File: src/sedl_pkg.sv
// Package: types, constants and arithmetic helpers of the stereo echo delay line.
`timescale 1ns / 1ps
package sedl_pkg;

   localparam int MaxDelayWords = 16384;
   localparam int AddrWidth     = $clog2(MaxDelayWords);
   localparam int LenWidth      = AddrWidth + 1;

   localparam int DelayWordsWidth = 15;
   localparam int DecayGainWidth  = 16;
   localparam int ReadLeadWidth   = 14;
   localparam int CsrDataWidth    = 16;
   localparam int CsrIndexWidth   = 2;

   localparam logic [DelayWordsWidth-1:0] DelayWordsReset = DelayWordsWidth'(16384);
   localparam logic [DecayGainWidth-1:0]  DecayGainReset  = DecayGainWidth'(16384);
   localparam logic [ReadLeadWidth-1:0]   ReadLeadReset   = ReadLeadWidth'(512);

   localparam logic [CsrIndexWidth-1:0] CsrDelayWords = 2'd0;
   localparam logic [CsrIndexWidth-1:0] CsrDecayGain  = 2'd1;
   localparam logic [CsrIndexWidth-1:0] CsrReadLead   = 2'd2;

   localparam int GainShift = 15;
   localparam int ProdWidth = 33;

   localparam int OutQueueDepth = 3;
   localparam int QPtrWidth     = 2;

   typedef logic [AddrWidth-1:0] sedl_addr_type;

   typedef struct packed {
      logic signed [15:0] high;
      logic signed [15:0] low;
   } sedl_word_type;

   typedef struct packed {
      logic          en;
      sedl_addr_type addr;
      sedl_word_type data;
   } sedl_mem_wr_type;

   function automatic logic signed [15:0] sedl_sat16(input logic signed [ProdWidth-1:0] v);
      logic signed [15:0] r;
      if (v > 33'sd32767) begin
         r = 16'sh7fff;
      end else if (v < -33'sd32768) begin
         r = -16'sh8000;
      end else begin
         r = v[15:0];
      end
      return r;
   endfunction

endpackage

File: src/sedl_out_queue.sv
// Output queue: small register FIFO that holds results while the consumer stalls.
`timescale 1ns / 1ps
module sedl_out_queue (
   input  logic                    clock,
   input  logic                    reset,
   input  logic                    push,
   input  sedl_pkg::sedl_word_type push_data,
   input  logic                    pop,
   output logic                    not_empty,
   output sedl_pkg::sedl_word_type head,
   output logic [1:0]              level
);
   import sedl_pkg::*;

   sedl_word_type          entries_ff [OutQueueDepth];
   logic [QPtrWidth-1:0]   wr_ptr_ff;
   logic [QPtrWidth-1:0]   wr_ptr_in;
   logic [QPtrWidth-1:0]   rd_ptr_ff;
   logic [QPtrWidth-1:0]   rd_ptr_in;
   logic [1:0]             count_ff;
   logic [1:0]             count_in;

   function automatic logic [QPtrWidth-1:0] bump(input logic [QPtrWidth-1:0] p);
      logic [QPtrWidth-1:0] n;
      n = (p == QPtrWidth'(OutQueueDepth - 1)) ? '0 : p + QPtrWidth'(1);
      return n;
   endfunction

   always_comb begin
      wr_ptr_in = push ? bump(wr_ptr_ff) : wr_ptr_ff;
      rd_ptr_in = pop ? bump(rd_ptr_ff) : rd_ptr_ff;
      count_in  = count_ff + 2'(push) - 2'(pop);
   end

   always_ff @(posedge clock) begin
      if (reset) begin
         wr_ptr_ff <= '0;
         rd_ptr_ff <= '0;
         count_ff  <= '0;
      end else begin
         wr_ptr_ff <= wr_ptr_in;
         rd_ptr_ff <= rd_ptr_in;
         count_ff  <= count_in;
      end
   end

   always_ff @(posedge clock) begin
      if (push) begin
         entries_ff[wr_ptr_ff] <= push_data;
      end
   end

   assign not_empty = (count_ff != 2'd0);
   assign head      = entries_ff[rd_ptr_ff];
   assign level     = count_ff;

endmodule

File: config.mk
export PLATFORM = sky130hd
export DESIGN_NAME = sedl_out_queue
export DESIGN_NICKNAME = d
export VERILOG_FILES = /design/src/sedl_pkg.sv /design/src/sedl_out_queue.sv
export SDC_FILE = /design/constraint.sdc
export NUM_CORES = 1
export LEC_CHECK = 0
export BUFFER_PORTS_ARGS = -buffer_cell sky130_fd_sc_hd__buf_2
export CORE_ASPECT_RATIO = 0.9
export CORE_MARGIN = 10
export CORE_UTILIZATION = 59
export DETAILED_ROUTE_END_ITERATION = 6
export HOLD_SLACK_MARGIN = 0.12
export PLACE_DENSITY = 0.84
export SYNTH_ARGS = -nofsm -noshare
export SYNTH_HDL_FRONTEND = slang
export SYNTH_SLANG_ARGS = --single-unit
File: constraint.sdc
create_clock -name clock -period 6.2 [get_ports clock]
set_clock_uncertainty 0.1 [all_clocks]
set_input_delay 0.62 -clock clock [delete_from_list [all_inputs] [get_ports clock]]
set_output_delay 0.62 -clock clock [all_outputs]
set_load 0.05 [all_outputs]
==> results of run 1 <==
## per-layer routing
layer  part of all wire  GRT usage
met5             0.0026          0
met4              0.013     0.0552
met3              0.067     0.0458
met2               0.51      0.211
met1               0.41      0.145
## sequential cells by signal, summed over array words and instances (netlist names), named ones only
| register | flops |
|---|---|
| entries_ff | 96 |
| level | 2 |
| rd_ptr_ff | 2 |
| wr_ptr_ff | 2 |
## cell type report
| type | instances | area, µm² | area share |
|---|---|---|---|
| well taps | 90 | 113 | 0.0249 |
| clock inverters | 6 | 83.8 | 0.0186 |
| inverters | 3 | 11.3 | 0.00249 |
| clock buffers | 10 | 128 | 0.0282 |
| flip-flops and latches | 104 | 3050 | 0.674 |
| multi-input cells | 116 | 772 | 0.171 |
| repair buffers | 72 | 365 | 0.0809 |
## cells in the final DEF, fill, tap and decap left out
cell type	count
sky130_fd_sc_hd__bufinv_16	2
sky130_fd_sc_hd__ha_1	2
sky130_fd_sc_hd__or2_2	1
sky130_fd_sc_hd__dfxtp_1	6
sky130_fd_sc_hd__clkinv_1	1
sky130_fd_sc_hd__xnor3_1	1
sky130_fd_sc_hd__clkbuf_8	9
sky130_fd_sc_hd__clkinv_2	1
sky130_fd_sc_hd__nor2_4	1
sky130_fd_sc_hd__nor2_1	1
sky130_fd_sc_hd__or3b_1	1
sky130_fd_sc_hd__dfxtp_2	2
sky130_fd_sc_hd__mux2i_1	32
sky130_fd_sc_hd__o21ba_1	1
sky130_fd_sc_hd__nor3b_4	1
sky130_fd_sc_hd__nand3b_1	2
sky130_fd_sc_hd__nand2b_1	3
sky130_fd_sc_hd__buf_2	70
sky130_fd_sc_hd__clkinvlp_4	2
sky130_fd_sc_hd__edfxtp_1	96
sky130_fd_sc_hd__nor2b_1	2
sky130_fd_sc_hd__nand2_1	33
sky130_fd_sc_hd__buf_4	2
sky130_fd_sc_hd__inv_1	3
sky130_fd_sc_hd__o21ai_1	32
sky130_fd_sc_hd__clkbuf_1	1
sky130_fd_sc_hd__a21oi_1	3
## stage by stage
| step | setup slack [ns] | instances | cell area [µm²] |
|---|---|---|---|
| 6_report | 3.41 | 401 | 4520 |
| 5_1_grt | 3.21 | 401 | 4520 |
| 4_1_cts | 3.37 | 401 | 4520 |
| 3_5_place_dp | 3.77 | 385 | 4310 |
| 3_3_place_gp | 3.80 | 385 | 4310 |
| 2_1_floorplan | 3.65 | 234 | 3920 |
## worst max-delay path by stage
| stage | to | slack [ns] | from | cells after the start |
|---|---|---|---|---|
| 2_1_floorplan | entries_ff[2][0] | 3.65 | push | 2 |
| 3_3_place_gp | head[11] | 3.80 | flop | 3 |
| 3_5_place_dp | head[1] | 3.77 | flop | 3 |
| 4_1_cts | head[1] | 3.37 | flop | 3 |
| 5_1_grt | head[11] | 3.21 | flop | 3 |
| 6_report | head[1] | 3.41 | flop | 3 |
## kinds of logic (layout without fill, tap and decap cells)
group                      Yosys count  count (layout)
DFF                                104             104
buffers and inverters               14              91
xor gates and xnor gates             1               1
AOI/OAI and AO/OA                   36              36
muxes                               32              32
and+or+nand+nor                     45              45
adders and majority gates            2               2
## critical path: stages (launching register included)
cell                      delay (ns)
sky130_fd_sc_hd__dfxtp_2        1.01
sky130_fd_sc_hd__mux2i_1        0.18
sky130_fd_sc_hd__o21ai_1        0.22
sky130_fd_sc_hd__buf_2          0.31
## power by group through the flow
stage	combinational, W	sequential (W)	clock [W]
floorplan	0.000173	0.000836	0
global placement	0.000222	0.000839	0
detailed placement	0.000225	0.000841	0
CTS	0.000226	0.000825	0.000441
global route	0.000238	0.000829	0.000464
finish	0.000223	0.000824	0.000433
==> run_summary.xml, run 1 <==
<?xml version="1.0" encoding="UTF-8"?>
<metrics>
  <group name="global_route">
    <metric name="antenna_found_initial" unit="">1</metric>
    <metric name="grt_pass1_wl" unit="mm">10.4</metric>
    <metric name="maximum_number_of_pins_on_one_net_before_global_route_repair" unit="">65</metric>
    <metric name="grt_pass1_vias" unit="">2061</metric>
    <metric name="grtUsageTotal" unit="">0.127</metric>
    <metric name="global_route.overflow_total" unit="">0</metric>
  </group>
  <group name="setup_path">
    <metric name="timing.setup.critical_path_class" unit="">flop to primary output</metric>
    <metric name="worst_r2r_src" unit="">wr_ptr_ff[0]</metric>
    <metric name="r2r_slack" unit="ns">4.34</metric>
    <metric name="crit_arrival" unit="ns">2.07</metric>
    <metric name="worstSetupEndpointType" unit="">primary output</metric>
    <metric name="crit_path_start_kind" unit="">flop</metric>
    <metric name="timing.rr.end" unit="">entries_ff[1][23]</metric>
    <metric name="crit_path_max_fanout" unit="">32</metric>
    <metric name="critPathRequiredTime" unit="ns">5.48</metric>
    <metric name="r2r_cells" unit="">3</metric>
  </group>
  <group name="worst_hold_path">
    <metric name="timing.hold.worst_path_depth" unit="">1</metric>
    <metric name="timing.hold.worst.class" unit="">primary input to flop</metric>
    <metric name="origin_of_the_worst_min_delay_path" unit="">push_data[9]</metric>
    <metric name="timing.hold.worst_endpoint" unit="">entries_ff[2][9]</metric>
  </group>
  <group name="sta">
    <metric name="hold_ws" unit="ns">0.367</metric>
    <metric name="final_max_slew_viol_count" unit="">0</metric>
    <metric name="min_period_over_period" unit="">0.451</metric>
    <metric name="max_freq" unit="GHz">0.358</metric>
    <metric name="slew_headroom" unit="">0.285</metric>
    <metric name="final-setup-viol-count" unit="">0</metric>
    <metric name="setup_tns" unit="ns">0</metric>
    <metric name="unrepaired_setup_endpoints_after_global_routing" unit="">false</metric>
    <metric name="finalWorstPathRequiredPeriod" unit="ns">2.79</metric>
    <metric name="report.final.hold_viol_count" unit="">0</metric>
    <metric name="max_slew.worst_pin.slew" unit="ns">1.07</metric>
  </group>
  <group name="synth">
    <metric name="synth_nets" unit="">272</metric>
    <metric name="postSynth.asyncResetShare" unit="">0</metric>
    <metric name="yosys.cell_count.top_type" unit="">sky130_fd_sc_hd__edfxtp_1</metric>
    <metric name="synthDominantCellAreaShare" unit="">0.736</metric>
    <metric name="post_synth_num_cell_types" unit="">20</metric>
    <metric name="mappedNetlistArea" unit="µm²">3920</metric>
    <metric name="postSynthRegisterBits" unit="">104</metric>
    <metric name="post_synth_and_or_nand_nor_area_fraction" unit="">0.0524</metric>
    <metric name="syn_area_per_cell" unit="µm²">16.7</metric>
    <metric name="synth_common_cells" unit="">sky130_fd_sc_hd__edfxtp_1, sky130_fd_sc_hd__nand2_1, sky130_fd_sc_hd__mux2i_1, sky130_fd_sc_hd__o21ai_1, sky130_fd_sc_hd__dfxtp_1</metric>
    <metric name="yosys.area_share.xor_xnor" unit="">0.00575</metric>
    <metric name="synth_top_cells_by_area" unit="">sky130_fd_sc_hd__edfxtp_1, sky130_fd_sc_hd__mux2i_1, sky130_fd_sc_hd__dfxtp_1</metric>
    <metric name="post_synthesis_compound_gate_area_fraction" unit="">0.0473</metric>
    <metric name="synthesis.yosys.warnings" unit="">0</metric>
    <metric name="synth_edf_count" unit="">96</metric>
    <metric name="synth.yosys.seq_area_share" unit="">0.777</metric>
    <metric name="dominantRegCellSynth" unit="">sky130_fd_sc_hd__edfxtp_1</metric>
    <metric name="synth_instances" unit="">234</metric>
    <metric name="largest_family_of_logic_cells_by_synthesized_area" unit="">multiplexers</metric>
    <metric name="synth_fa_ha_area_frac" unit="">0.00639</metric>
    <metric name="synth.area.mux_share" unit="">0.0817</metric>
    <metric name="post-synth-top-area-cell" unit="">sky130_fd_sc_hd__edfxtp_1</metric>
  </group>
  <group name="clocking">
    <metric name="hold_buffers" unit="">0</metric>
    <metric name="cts.htree.levels" unit="">3</metric>
    <metric name="postCtsSetupBuffers" unit="">0</metric>
    <metric name="cts_root_buffer" unit="">sky130_fd_sc_hd__clkbuf_8</metric>
    <metric name="clkLatencyLatePin" unit="ns">0.34</metric>
    <metric name="cts_tree" unit="">done</metric>
    <metric name="numClockSinks" unit="">104</metric>
    <metric name="clkTransAtPathRegs" unit="ns">0.09</metric>
    <metric name="cts_inserted_buffers" unit="">9</metric>
    <metric name="number_of_buffers_on_the_longest_clock_path" unit="">2</metric>
    <metric name="ctsResizeCount" unit="">0</metric>
  </group>
  <group name="route">
    <metric name="remaining_design_rule_violation_count" unit="">0</metric>
    <metric name="count_of_antenna_violating_nets_left_after_detailed_routing" unit="">0</metric>
    <metric name="drt_pre_antenna_iters" unit="">4</metric>
    <metric name="initialDrtViolationCount" unit="">108</metric>
    <metric name="drt-vias-per-instance" unit="">5.08</metric>
    <metric name="dr_total_vias" unit="">2039</metric>
    <metric name="post_drt_wl_per_cell" unit="µm">16.2</metric>
    <metric name="drt_wl_total" unit="mm">6.48</metric>
  </group>
  <group name="power_and_ir_drop">
    <metric name="vdd_drop_max" unit="mV">0.170</metric>
    <metric name="p_seq_frac" unit="">0.557</metric>
    <metric name="static_leakage" unit="nW">1.61</metric>
    <metric name="switching_share" unit="">0.265</metric>
    <metric name="design_power_total" unit="W">0.00148</metric>
    <metric name="net-switching-power" unit="W">0.000391</metric>
    <metric name="logic_gate_share_of_total_power" unit="">0.150</metric>
    <metric name="internal_power" unit="W">0.00109</metric>
    <metric name="power_density" unit="nW/µm²">328</metric>
    <metric name="power_frac_clock" unit="">0.293</metric>
  </group>
  <group name="run_status">
    <metric name="run_status" unit="">finished, final reports clean</metric>
  </group>
  <group name="floorplanning">
    <metric name="fp.dieH" unit="µm">97.3</metric>
    <metric name="coreArea" unit="µm²">6520</metric>
    <metric name="floorplan.io_pins" unit="">71</metric>
    <metric name="start_util" unit="">0.601</metric>
    <metric name="die-area" unit="µm²">10300</metric>
    <metric name="std_cell_rows" unit="">28</metric>
    <metric name="die_x" unit="µm">106</metric>
  </group>
  <group name="run">
    <metric name="max_cap_viol_count" unit="">0</metric>
  </group>
  <group name="placed_design">
    <metric name="placement.io_buffers" unit="">70</metric>
    <metric name="hpwl" unit="mm">4.09</metric>
    <metric name="globalplace.congestion" unit="">0.737</metric>
  </group>
  <group name="layout">
    <metric name="fin_util" unit="">0.693</metric>
    <metric name="area_growth" unit="%">15.3</metric>
    <metric name="fraction_of_layout_instances_using_a_drive_strength_above_1" unit="">0.293</metric>
    <metric name="nNetsFinal" unit="">344</metric>
    <metric name="final.fill_count" unit="">472</metric>
    <metric name="n_antenna_cell" unit="">0</metric>
  </group>
</metrics>
Power figures use the tool's default switching activity.
==> run 2, diff against run 1 <==
--- a/config.mk
+++ b/config.mk
@@ -8,10 +8,10 @@
 export BUFFER_PORTS_ARGS = -buffer_cell sky130_fd_sc_hd__buf_2
 export CORE_ASPECT_RATIO = 0.9
 export CORE_MARGIN = 10
-export CORE_UTILIZATION = 59
+export CORE_UTILIZATION = 49
 export DETAILED_ROUTE_END_ITERATION = 6
 export HOLD_SLACK_MARGIN = 0.12
-export PLACE_DENSITY = 0.84
+export PLACE_DENSITY = 0.74
 export SYNTH_ARGS = -nofsm -noshare
 export SYNTH_HDL_FRONTEND = slang
 export SYNTH_SLANG_ARGS = --single-unit
==> constraint.sdc (replaced) <==
create_clock -name clock -period 2.5 [get_ports clock]
set_clock_uncertainty 0.1 [all_clocks]
set_input_delay 0.25 -clock clock [delete_from_list [all_inputs] [get_ports clock]]
set_output_delay 0.25 -clock clock [all_outputs]
set_load 0.05 [all_outputs]
==> run 2 against run 1 <==
  * Non-clock buffer count increased by 38
  * Global-route usage decreased by 0.89 points
  * Clock power grew 130%
  * Critical endpoint is now head[10]
  * Critical path type unchanged
==> run_summary.xml, run 2 (synthesized netlist as in run 1, its figures left out) <==
<?xml version="1.0" encoding="UTF-8"?>
<metrics>
  <group name="setup_path">
    <metric name="worstSetupEndpointType" unit="">primary output</metric>
    <metric name="crit_arrival" unit="ns">1.76</metric>
    <metric name="r2r_cells" unit="">3</metric>
    <metric name="timing.setup.critical_path_class" unit="">flop to primary output</metric>
    <metric name="critPathRequiredTime" unit="ns">2.15</metric>
    <metric name="crit_path_max_fanout" unit="">28</metric>
    <metric name="crit_path_start_kind" unit="">flop</metric>
    <metric name="worst_r2r_src" unit="">wr_ptr_ff[1]</metric>
  </group>
  <group name="power_and_ir_drop">
    <metric name="power_density" unit="nW/µm²">741</metric>
    <metric name="vdd_drop_max" unit="mV">0.429</metric>
    <metric name="static_leakage" unit="nW">1.77</metric>
  </group>
  <group name="sta">
    <metric name="min_period_over_period" unit="">0.844</metric>
    <metric name="max_freq" unit="GHz">0.474</metric>
    <metric name="finalWorstPathRequiredPeriod" unit="ns">2.11</metric>
    <metric name="setup_tns" unit="ns">0</metric>
    <metric name="slew_headroom" unit="">0.662</metric>
    <metric name="report.final.hold_viol_count" unit="">0</metric>
    <metric name="final-setup-viol-count" unit="">0</metric>
    <metric name="final_max_slew_viol_count" unit="">0</metric>
    <metric name="max_slew.worst_pin.slew" unit="ns">0.507</metric>
    <metric name="hold_ws" unit="ns">0.149</metric>
    <metric name="worst_slack" unit="ns">0.390</metric>
    <metric name="unrepaired_setup_endpoints_after_global_routing" unit="">false</metric>
  </group>
  <group name="run">
    <metric name="max_cap_viol_count" unit="">0</metric>
  </group>
  <group name="run_status">
    <metric name="run_status" unit="">finished, final reports clean</metric>
  </group>
  <group name="layout">
    <metric name="fin_util" unit="">0.641</metric>
    <metric name="n_antenna_cell" unit="">0</metric>
    <metric name="nNetsFinal" unit="">382</metric>
    <metric name="regMostFlops" unit="">entries_ff</metric>
    <metric name="layout_common_cells" unit="">sky130_fd_sc_hd__edfxtp_1, sky130_fd_sc_hd__buf_2, sky130_fd_sc_hd__nand2_1, sky130_fd_sc_hd__dlygate4sd3_1</metric>
    <metric name="layout.cells.most_common" unit="">sky130_fd_sc_hd__edfxtp_1</metric>
    <metric name="fraction_of_layout_instances_using_a_drive_strength_above_1" unit="">0.275</metric>
    <metric name="largest_register_ff_count" unit="">96</metric>
    <metric name="final.fill_count" unit="">549</metric>
    <metric name="area_growth" unit="%">25.3</metric>
  </group>
  <group name="clocking">
    <metric name="postCtsSetupBuffers" unit="">0</metric>
    <metric name="clkLatencyLatePin" unit="ns">0.35</metric>
    <metric name="number_of_buffers_on_the_longest_clock_path" unit="">2</metric>
    <metric name="clkTransAtPathRegs" unit="ns">0.08</metric>
    <metric name="cts.htree.levels" unit="">3</metric>
    <metric name="cts_inserted_buffers" unit="">9</metric>
    <metric name="numClockSinks" unit="">104</metric>
    <metric name="cts_root_buffer" unit="">sky130_fd_sc_hd__clkbuf_8</metric>
    <metric name="cts_tree" unit="">done</metric>
  </group>
  <group name="route">
    <metric name="dr_total_vias" unit="">2190</metric>
    <metric name="post_drt_wl_per_cell" unit="µm">15.7</metric>
    <metric name="remaining_design_rule_violation_count" unit="">0</metric>
    <metric name="count_of_antenna_violating_nets_left_after_detailed_routing" unit="">0</metric>
    <metric name="drt_pre_antenna_iters" unit="">4</metric>
    <metric name="drt_wl_total" unit="mm">7.01</metric>
    <metric name="initialDrtViolationCount" unit="">109</metric>
    <metric name="drt-vias-per-instance" unit="">4.92</metric>
  </group>
  <group name="global_route">
    <metric name="antenna_found_initial" unit="">0</metric>
    <metric name="global_route.overflow_total" unit="">0</metric>
    <metric name="maximum_number_of_pins_on_one_net_before_global_route_repair" unit="">29</metric>
    <metric name="grtUsageTotal" unit="">0.118</metric>
    <metric name="grt_pass1_vias" unit="">2296</metric>
    <metric name="grt_pass1_wl" unit="mm">11.3</metric>
  </group>
  <group name="floorplanning">
    <metric name="coreArea" unit="µm²">7660</metric>
    <metric name="fp.dieH" unit="µm">105</metric>
    <metric name="floorplan.io_pins" unit="">71</metric>
    <metric name="std_cell_rows" unit="">30</metric>
    <metric name="start_util" unit="">0.512</metric>
    <metric name="die-area" unit="µm²">12000</metric>
    <metric name="die_x" unit="µm">114</metric>
  </group>
  <group name="worst_hold_path">
    <metric name="timing.hold.worst_path_depth" unit="">3</metric>
    <metric name="origin_of_the_worst_min_delay_path" unit="">pop</metric>
    <metric name="timing.hold.worst.class" unit="">primary input to flop</metric>
  </group>
  <group name="placed_design">
    <metric name="placement.io_buffers" unit="">70</metric>
    <metric name="hpwl" unit="mm">4.65</metric>
    <metric name="globalplace.congestion" unit="">0.700</metric>
    <metric name="worst_slack_at_placement" unit="ns">0.737</metric>
  </group>
</metrics>
run 2: cell count changes in the layout (fill, tap and decap cells not counted):
cell,change
sky130_fd_sc_hd__dlygate4sd3_1,+33
sky130_fd_sc_hd__buf_12,+3
sky130_fd_sc_hd__buf_4,+2
sky130_fd_sc_hd__bufinv_16,-1
sky130_fd_sc_hd__clkbuf_1,+1
sky130_fd_sc_hd__clkinv_1,-1
sky130_fd_sc_hd__clkinvlp_4,+1
run 2: layer usage:
metal / global-route usage / share of wire / vias to the layer above
met5: 0 / 0 / -
met4: 0.0546 / 0.013 / 0
met3: 0.0349 / 0.058 / 8
met2: 0.197 / 0.50 / 55
met1: 0.137 / 0.43 / 1039
li1: - / - / 1088
run 2: layout make-up:
type / count / area [µm²] / share of cell area
Sequential cell: 104 / 3050 / 0.620
Multi-Input combinational cell: 116 / 772 / 0.157
Timing Repair Buffer: 110 / 771 / 0.157
Clock buffer: 11 / 131 / 0.0268
Tap cell: 96 / 120 / 0.0245
Clock inverter: 5 / 57.6 / 0.0117
Inverter: 3 / 11.3 / 0.00229
run 2: what timing repair did:
item                      CTS  global route
gates resized for setup     0             0
hold buffers               33             0
hold endpoints to repair  103             0
run 2: through the flow:
stage / area [µm²] / power [W] / cells
2_1_floorplan: 3920 / 0.00250 / 234
3_5_place_dp: 4390 / 0.00266 / 396
5_1_grt: 4910 / 0.00377 / 445
4_1_cts: 4910 / 0.00367 / 445
3_3_place_gp: 4390 / 0.00265 / 396
6_report: 4910 / 0.00364 / 445
run 2: final timing paths:
check / slack [ns] / endpoint
worst max-delay path: 0.39 / head[10]
worst min register to register: 0.42 / flop
worst max register to register: 0.96 / entries_ff[2][24]
worst min-delay path: 0.15 / flop
run 2: power breakdown:
group,leakage (nW),internal (W),switching (W)
Combinational,0.731,0.000198,0.000431
Sequential,0.955,0.00199,0.0000371
Clock,0.0856,0.000462,0.000525
run 2: critical path, stage by stage, from the launching register on:
cell and delay [ns]:
sky130_fd_sc_hd__dfxtp_2 0.64, sky130_fd_sc_hd__buf_4 0.32, sky130_fd_sc_hd__nand2_1 0.08, sky130_fd_sc_hd__o21ai_1 0.09, sky130_fd_sc_hd__buf_2 0.28
==> run 3, diff against run 2 <==
--- a/config.mk
+++ b/config.mk
@@ -8,10 +8,10 @@
 export BUFFER_PORTS_ARGS = -buffer_cell sky130_fd_sc_hd__buf_2
 export CORE_ASPECT_RATIO = 0.9
 export CORE_MARGIN = 10
-export CORE_UTILIZATION = 49
+export CORE_UTILIZATION = 55
 export DETAILED_ROUTE_END_ITERATION = 6
 export HOLD_SLACK_MARGIN = 0.12
-export PLACE_DENSITY = 0.74
+export PLACE_DENSITY = 0.79
 export SYNTH_ARGS = -nofsm -noshare
 export SYNTH_HDL_FRONTEND = slang
 export SYNTH_SLANG_ARGS = --single-unit
==> constraint.sdc (replaced) <==
create_clock -name clock -period 2.05 [get_ports clock]
set_clock_uncertainty 0.1 [all_clocks]
set_input_delay 0.205 -clock clock [delete_from_list [all_inputs] [get_ports clock]]
set_output_delay 0.205 -clock clock [all_outputs]
set_load 0.05 [all_outputs]
==> run 3 against run 2 <==
  * Non-clock buffer count is 4 higher
  * Critical endpoint is now head[7]
  * Combinational power is 24% higher
  * Wire length is 2.0% higher
  * Sequential power is 22% higher
  * Register-to-register slack worse by 0.36 ns
  * Critical path type unchanged
  * Highest routed layer unchanged
==> run_summary.xml, run 3 (synthesized netlist as in run 1, its figures left out) <==
<?xml version="1.0" encoding="UTF-8"?>
<metrics>
  <group name="sta">
    <metric name="max_slew.worst_pin.slew" unit="ns">0.393</metric>
    <metric name="final_max_slew_viol_count" unit="">0</metric>
    <metric name="finalWorstPathRequiredPeriod" unit="ns">1.85</metric>
    <metric name="report.final.hold_viol_count" unit="">0</metric>
    <metric name="unrepaired_setup_endpoints_after_global_routing" unit="">false</metric>
    <metric name="min_period_over_period" unit="">0.903</metric>
    <metric name="slew_headroom" unit="">0.738</metric>
    <metric name="final-setup-viol-count" unit="">0</metric>
    <metric name="setup_tns" unit="ns">0</metric>
    <metric name="max_freq" unit="GHz">0.540</metric>
  </group>
  <group name="global_route">
    <metric name="grt_util_met1" unit="">0.163</metric>
    <metric name="grt_pass1_wl" unit="mm">11.5</metric>
    <metric name="use_met3" unit="">0.0442</metric>
    <metric name="groute.layer.met2.usage" unit="">0.222</metric>
    <metric name="antenna_found_initial" unit="">0</metric>
    <metric name="global_route.overflow_total" unit="">0</metric>
    <metric name="grt_pass1_vias" unit="">2359</metric>
    <metric name="maximum_number_of_pins_on_one_net_before_global_route_repair" unit="">42</metric>
    <metric name="most_used_routing_layer" unit="">met2</metric>
    <metric name="grtUsageTotal" unit="">0.135</metric>
  </group>
  <group name="route">
    <metric name="initialDrtViolationCount" unit="">112</metric>
    <metric name="drt_wl_total" unit="mm">7.15</metric>
    <metric name="dr_total_vias" unit="">2229</metric>
    <metric name="count_of_antenna_violating_nets_left_after_detailed_routing" unit="">0</metric>
    <metric name="drt_pre_antenna_iters" unit="">5</metric>
    <metric name="remaining_design_rule_violation_count" unit="">0</metric>
    <metric name="drt-vias-per-instance" unit="">5.00</metric>
    <metric name="post_drt_wl_per_cell" unit="µm">16.0</metric>
  </group>
  <group name="clocking">
    <metric name="numClockSinks" unit="">104</metric>
    <metric name="cts_tree" unit="">done</metric>
    <metric name="cts_root_buffer" unit="">sky130_fd_sc_hd__clkbuf_8</metric>
    <metric name="cts.htree.levels" unit="">3</metric>
    <metric name="ctsResizeCount" unit="">0</metric>
    <metric name="clkLatencyLatePin" unit="ns">0.34</metric>
    <metric name="clkTransAtPathRegs" unit="ns">0.09</metric>
    <metric name="cts_inserted_buffers" unit="">9</metric>
    <metric name="number_of_buffers_on_the_longest_clock_path" unit="">2</metric>
    <metric name="postCtsSetupBuffers" unit="">0</metric>
  </group>
  <group name="floorplanning">
    <metric name="fp.dieH" unit="µm">100</metric>
    <metric name="die-area" unit="µm²">10900</metric>
    <metric name="floorplan.io_pins" unit="">71</metric>
    <metric name="std_cell_rows" unit="">29</metric>
    <metric name="start_util" unit="">0.560</metric>
    <metric name="die_x" unit="µm">109</metric>
    <metric name="coreArea" unit="µm²">7000</metric>
  </group>
  <group name="power_and_ir_drop">
    <metric name="power_density" unit="nW/µm²">907</metric>
    <metric name="static_leakage" unit="nW">1.80</metric>
    <metric name="vdd_drop_max" unit="mV">0.509</metric>
  </group>
  <group name="run">
    <metric name="max_cap_viol_count" unit="">0</metric>
  </group>
  <group name="setup_path">
    <metric name="crit_arrival" unit="ns">1.55</metric>
    <metric name="worst-path-buf-inv" unit="">2</metric>
    <metric name="crit_path_start_kind" unit="">flop</metric>
    <metric name="cell_chain_critical_path" unit="">buf_4 &gt; nand2_1 &gt; o21ai_1 &gt; buf_2</metric>
    <metric name="critPathSlowestCell" unit="">sky130_fd_sc_hd__buf_4</metric>
    <metric name="crit_path_max_fanout" unit="">41</metric>
    <metric name="critPathRequiredTime" unit="ns">1.75</metric>
    <metric name="cpPeakStageDelay" unit="ns">0.36</metric>
    <metric name="cp_top_family" unit="">buffers and inverters</metric>
    <metric name="timing.setup.critical_path_class" unit="">flop to primary output</metric>
    <metric name="worstSetupEndpointType" unit="">primary output</metric>
  </group>
  <group name="layout">
    <metric name="area_growth" unit="%">25.9</metric>
    <metric name="largest_register_ff_count" unit="">96</metric>
    <metric name="final.fill_count" unit="">460</metric>
    <metric name="n_antenna_cell" unit="">0</metric>
    <metric name="layout.cells.most_common" unit="">sky130_fd_sc_hd__edfxtp_1</metric>
    <metric name="design_area" unit="µm²">4930</metric>
    <metric name="layout_common_cells" unit="">sky130_fd_sc_hd__edfxtp_1, sky130_fd_sc_hd__buf_2, sky130_fd_sc_hd__dlygate4sd3_1</metric>
    <metric name="nNetsFinal" unit="">386</metric>
    <metric name="fraction_of_layout_instances_using_a_drive_strength_above_1" unit="">0.280</metric>
    <metric name="regMostFlops" unit="">entries_ff</metric>
  </group>
  <group name="worst_hold_path">
    <metric name="timing.hold.worst.class" unit="">flop to flop</metric>
  </group>
  <group name="placed_design">
    <metric name="placement.io_buffers" unit="">70</metric>
    <metric name="globalplace.congestion" unit="">0.687</metric>
    <metric name="cell_area_after_placement" unit="µm²">4390</metric>
  </group>
  <group name="run_status">
    <metric name="run_status" unit="">finished, final reports clean</metric>
  </group>
</metrics>
-- run 3: cell types whose count changed in the layout (fill, tap and decap cells not counted) --
| cell | previous run | this run |
|---|---|---|
| sky130_fd_sc_hd__clkbuf_1 | 2 | 1 |
| sky130_fd_sc_hd__clkinv_4 | 0 | 2 |
| sky130_fd_sc_hd__buf_4 | 4 | 7 |
| sky130_fd_sc_hd__buf_12 | 3 | 2 |
| sky130_fd_sc_hd__clkinvlp_4 | 3 | 1 |
| sky130_fd_sc_hd__inv_6 | 0 | 1 |
| sky130_fd_sc_hd__dlygate4sd3_1 | 33 | 35 |
-- run 3: metrics by stage --
stage	power [W]	hold WS (ns)	util	instances	worst slack [ns]
2_1_floorplan	0.00305	0.174	-	234	0.246
3_3_place_gp	0.00323	0.304	0.627	395	0.590
3_5_place_dp	0.00324	0.309	0.627	395	0.562
4_1_cts	0.00450	0.407	0.705	446	0.161
5_1_grt	0.00464	0.445	0.705	446	0.0446
6_report	0.00448	0.409	0.705	446	0.199
-- run 3: what timing repair did --
action	4_1_cts	5_1_grt
hold endpoints to repair	104	0
endpoints found under the setup margin	0	0
hold buffers	35	0
-- run 3: area by class of cell --
| cell class | instances | area [µm²] | area share |
|---|---|---|---|
| Sequential cell | 104 | 3050 | 0.617 |
| Timing Repair Buffer | 114 | 793 | 0.161 |
| Multi-Input combinational cell | 116 | 772 | 0.156 |
| Clock buffer | 10 | 128 | 0.0259 |
| Tap cell | 93 | 116 | 0.0236 |
| Clock inverter | 6 | 68.8 | 0.0139 |
| Inverter | 3 | 11.3 | 0.00228 |
-- run 3: layer usage --
metal / routed length (µm) / vias to the layer above
met2: 3630 / 58
met3: 426 / 8
met1: 3010 / 1066
met5: 0 / -
met4: 80 / 0
li1: - / 1097
-- run 3: tightest hold or removal path, delay by kind of cell (launching register included) --
kind | cells | cell delay (ns)
simple gates | 1 | 0.07
compound gates | 1 | 0.07
flops | 1 | 0.33
-- run 3: final timing paths --
kind                                    from                to  slack (ns)  depth (start not counted)
worst max-delay path                    flop           head[7]        0.20                          4
worst min-delay path            rd_ptr_ff[0]              flop        0.41                          2
worst max register to register  wr_ptr_ff[0]  entries_ff[0][5]        0.60                          2
worst min register to register  rd_ptr_ff[0]              flop        0.41                          2
-- run 3: where the power goes --
group	internal, W	switching [W]
sequential	0.00242	0.0000341
combinational	0.000243	0.000541
clock	0.000572	0.000664
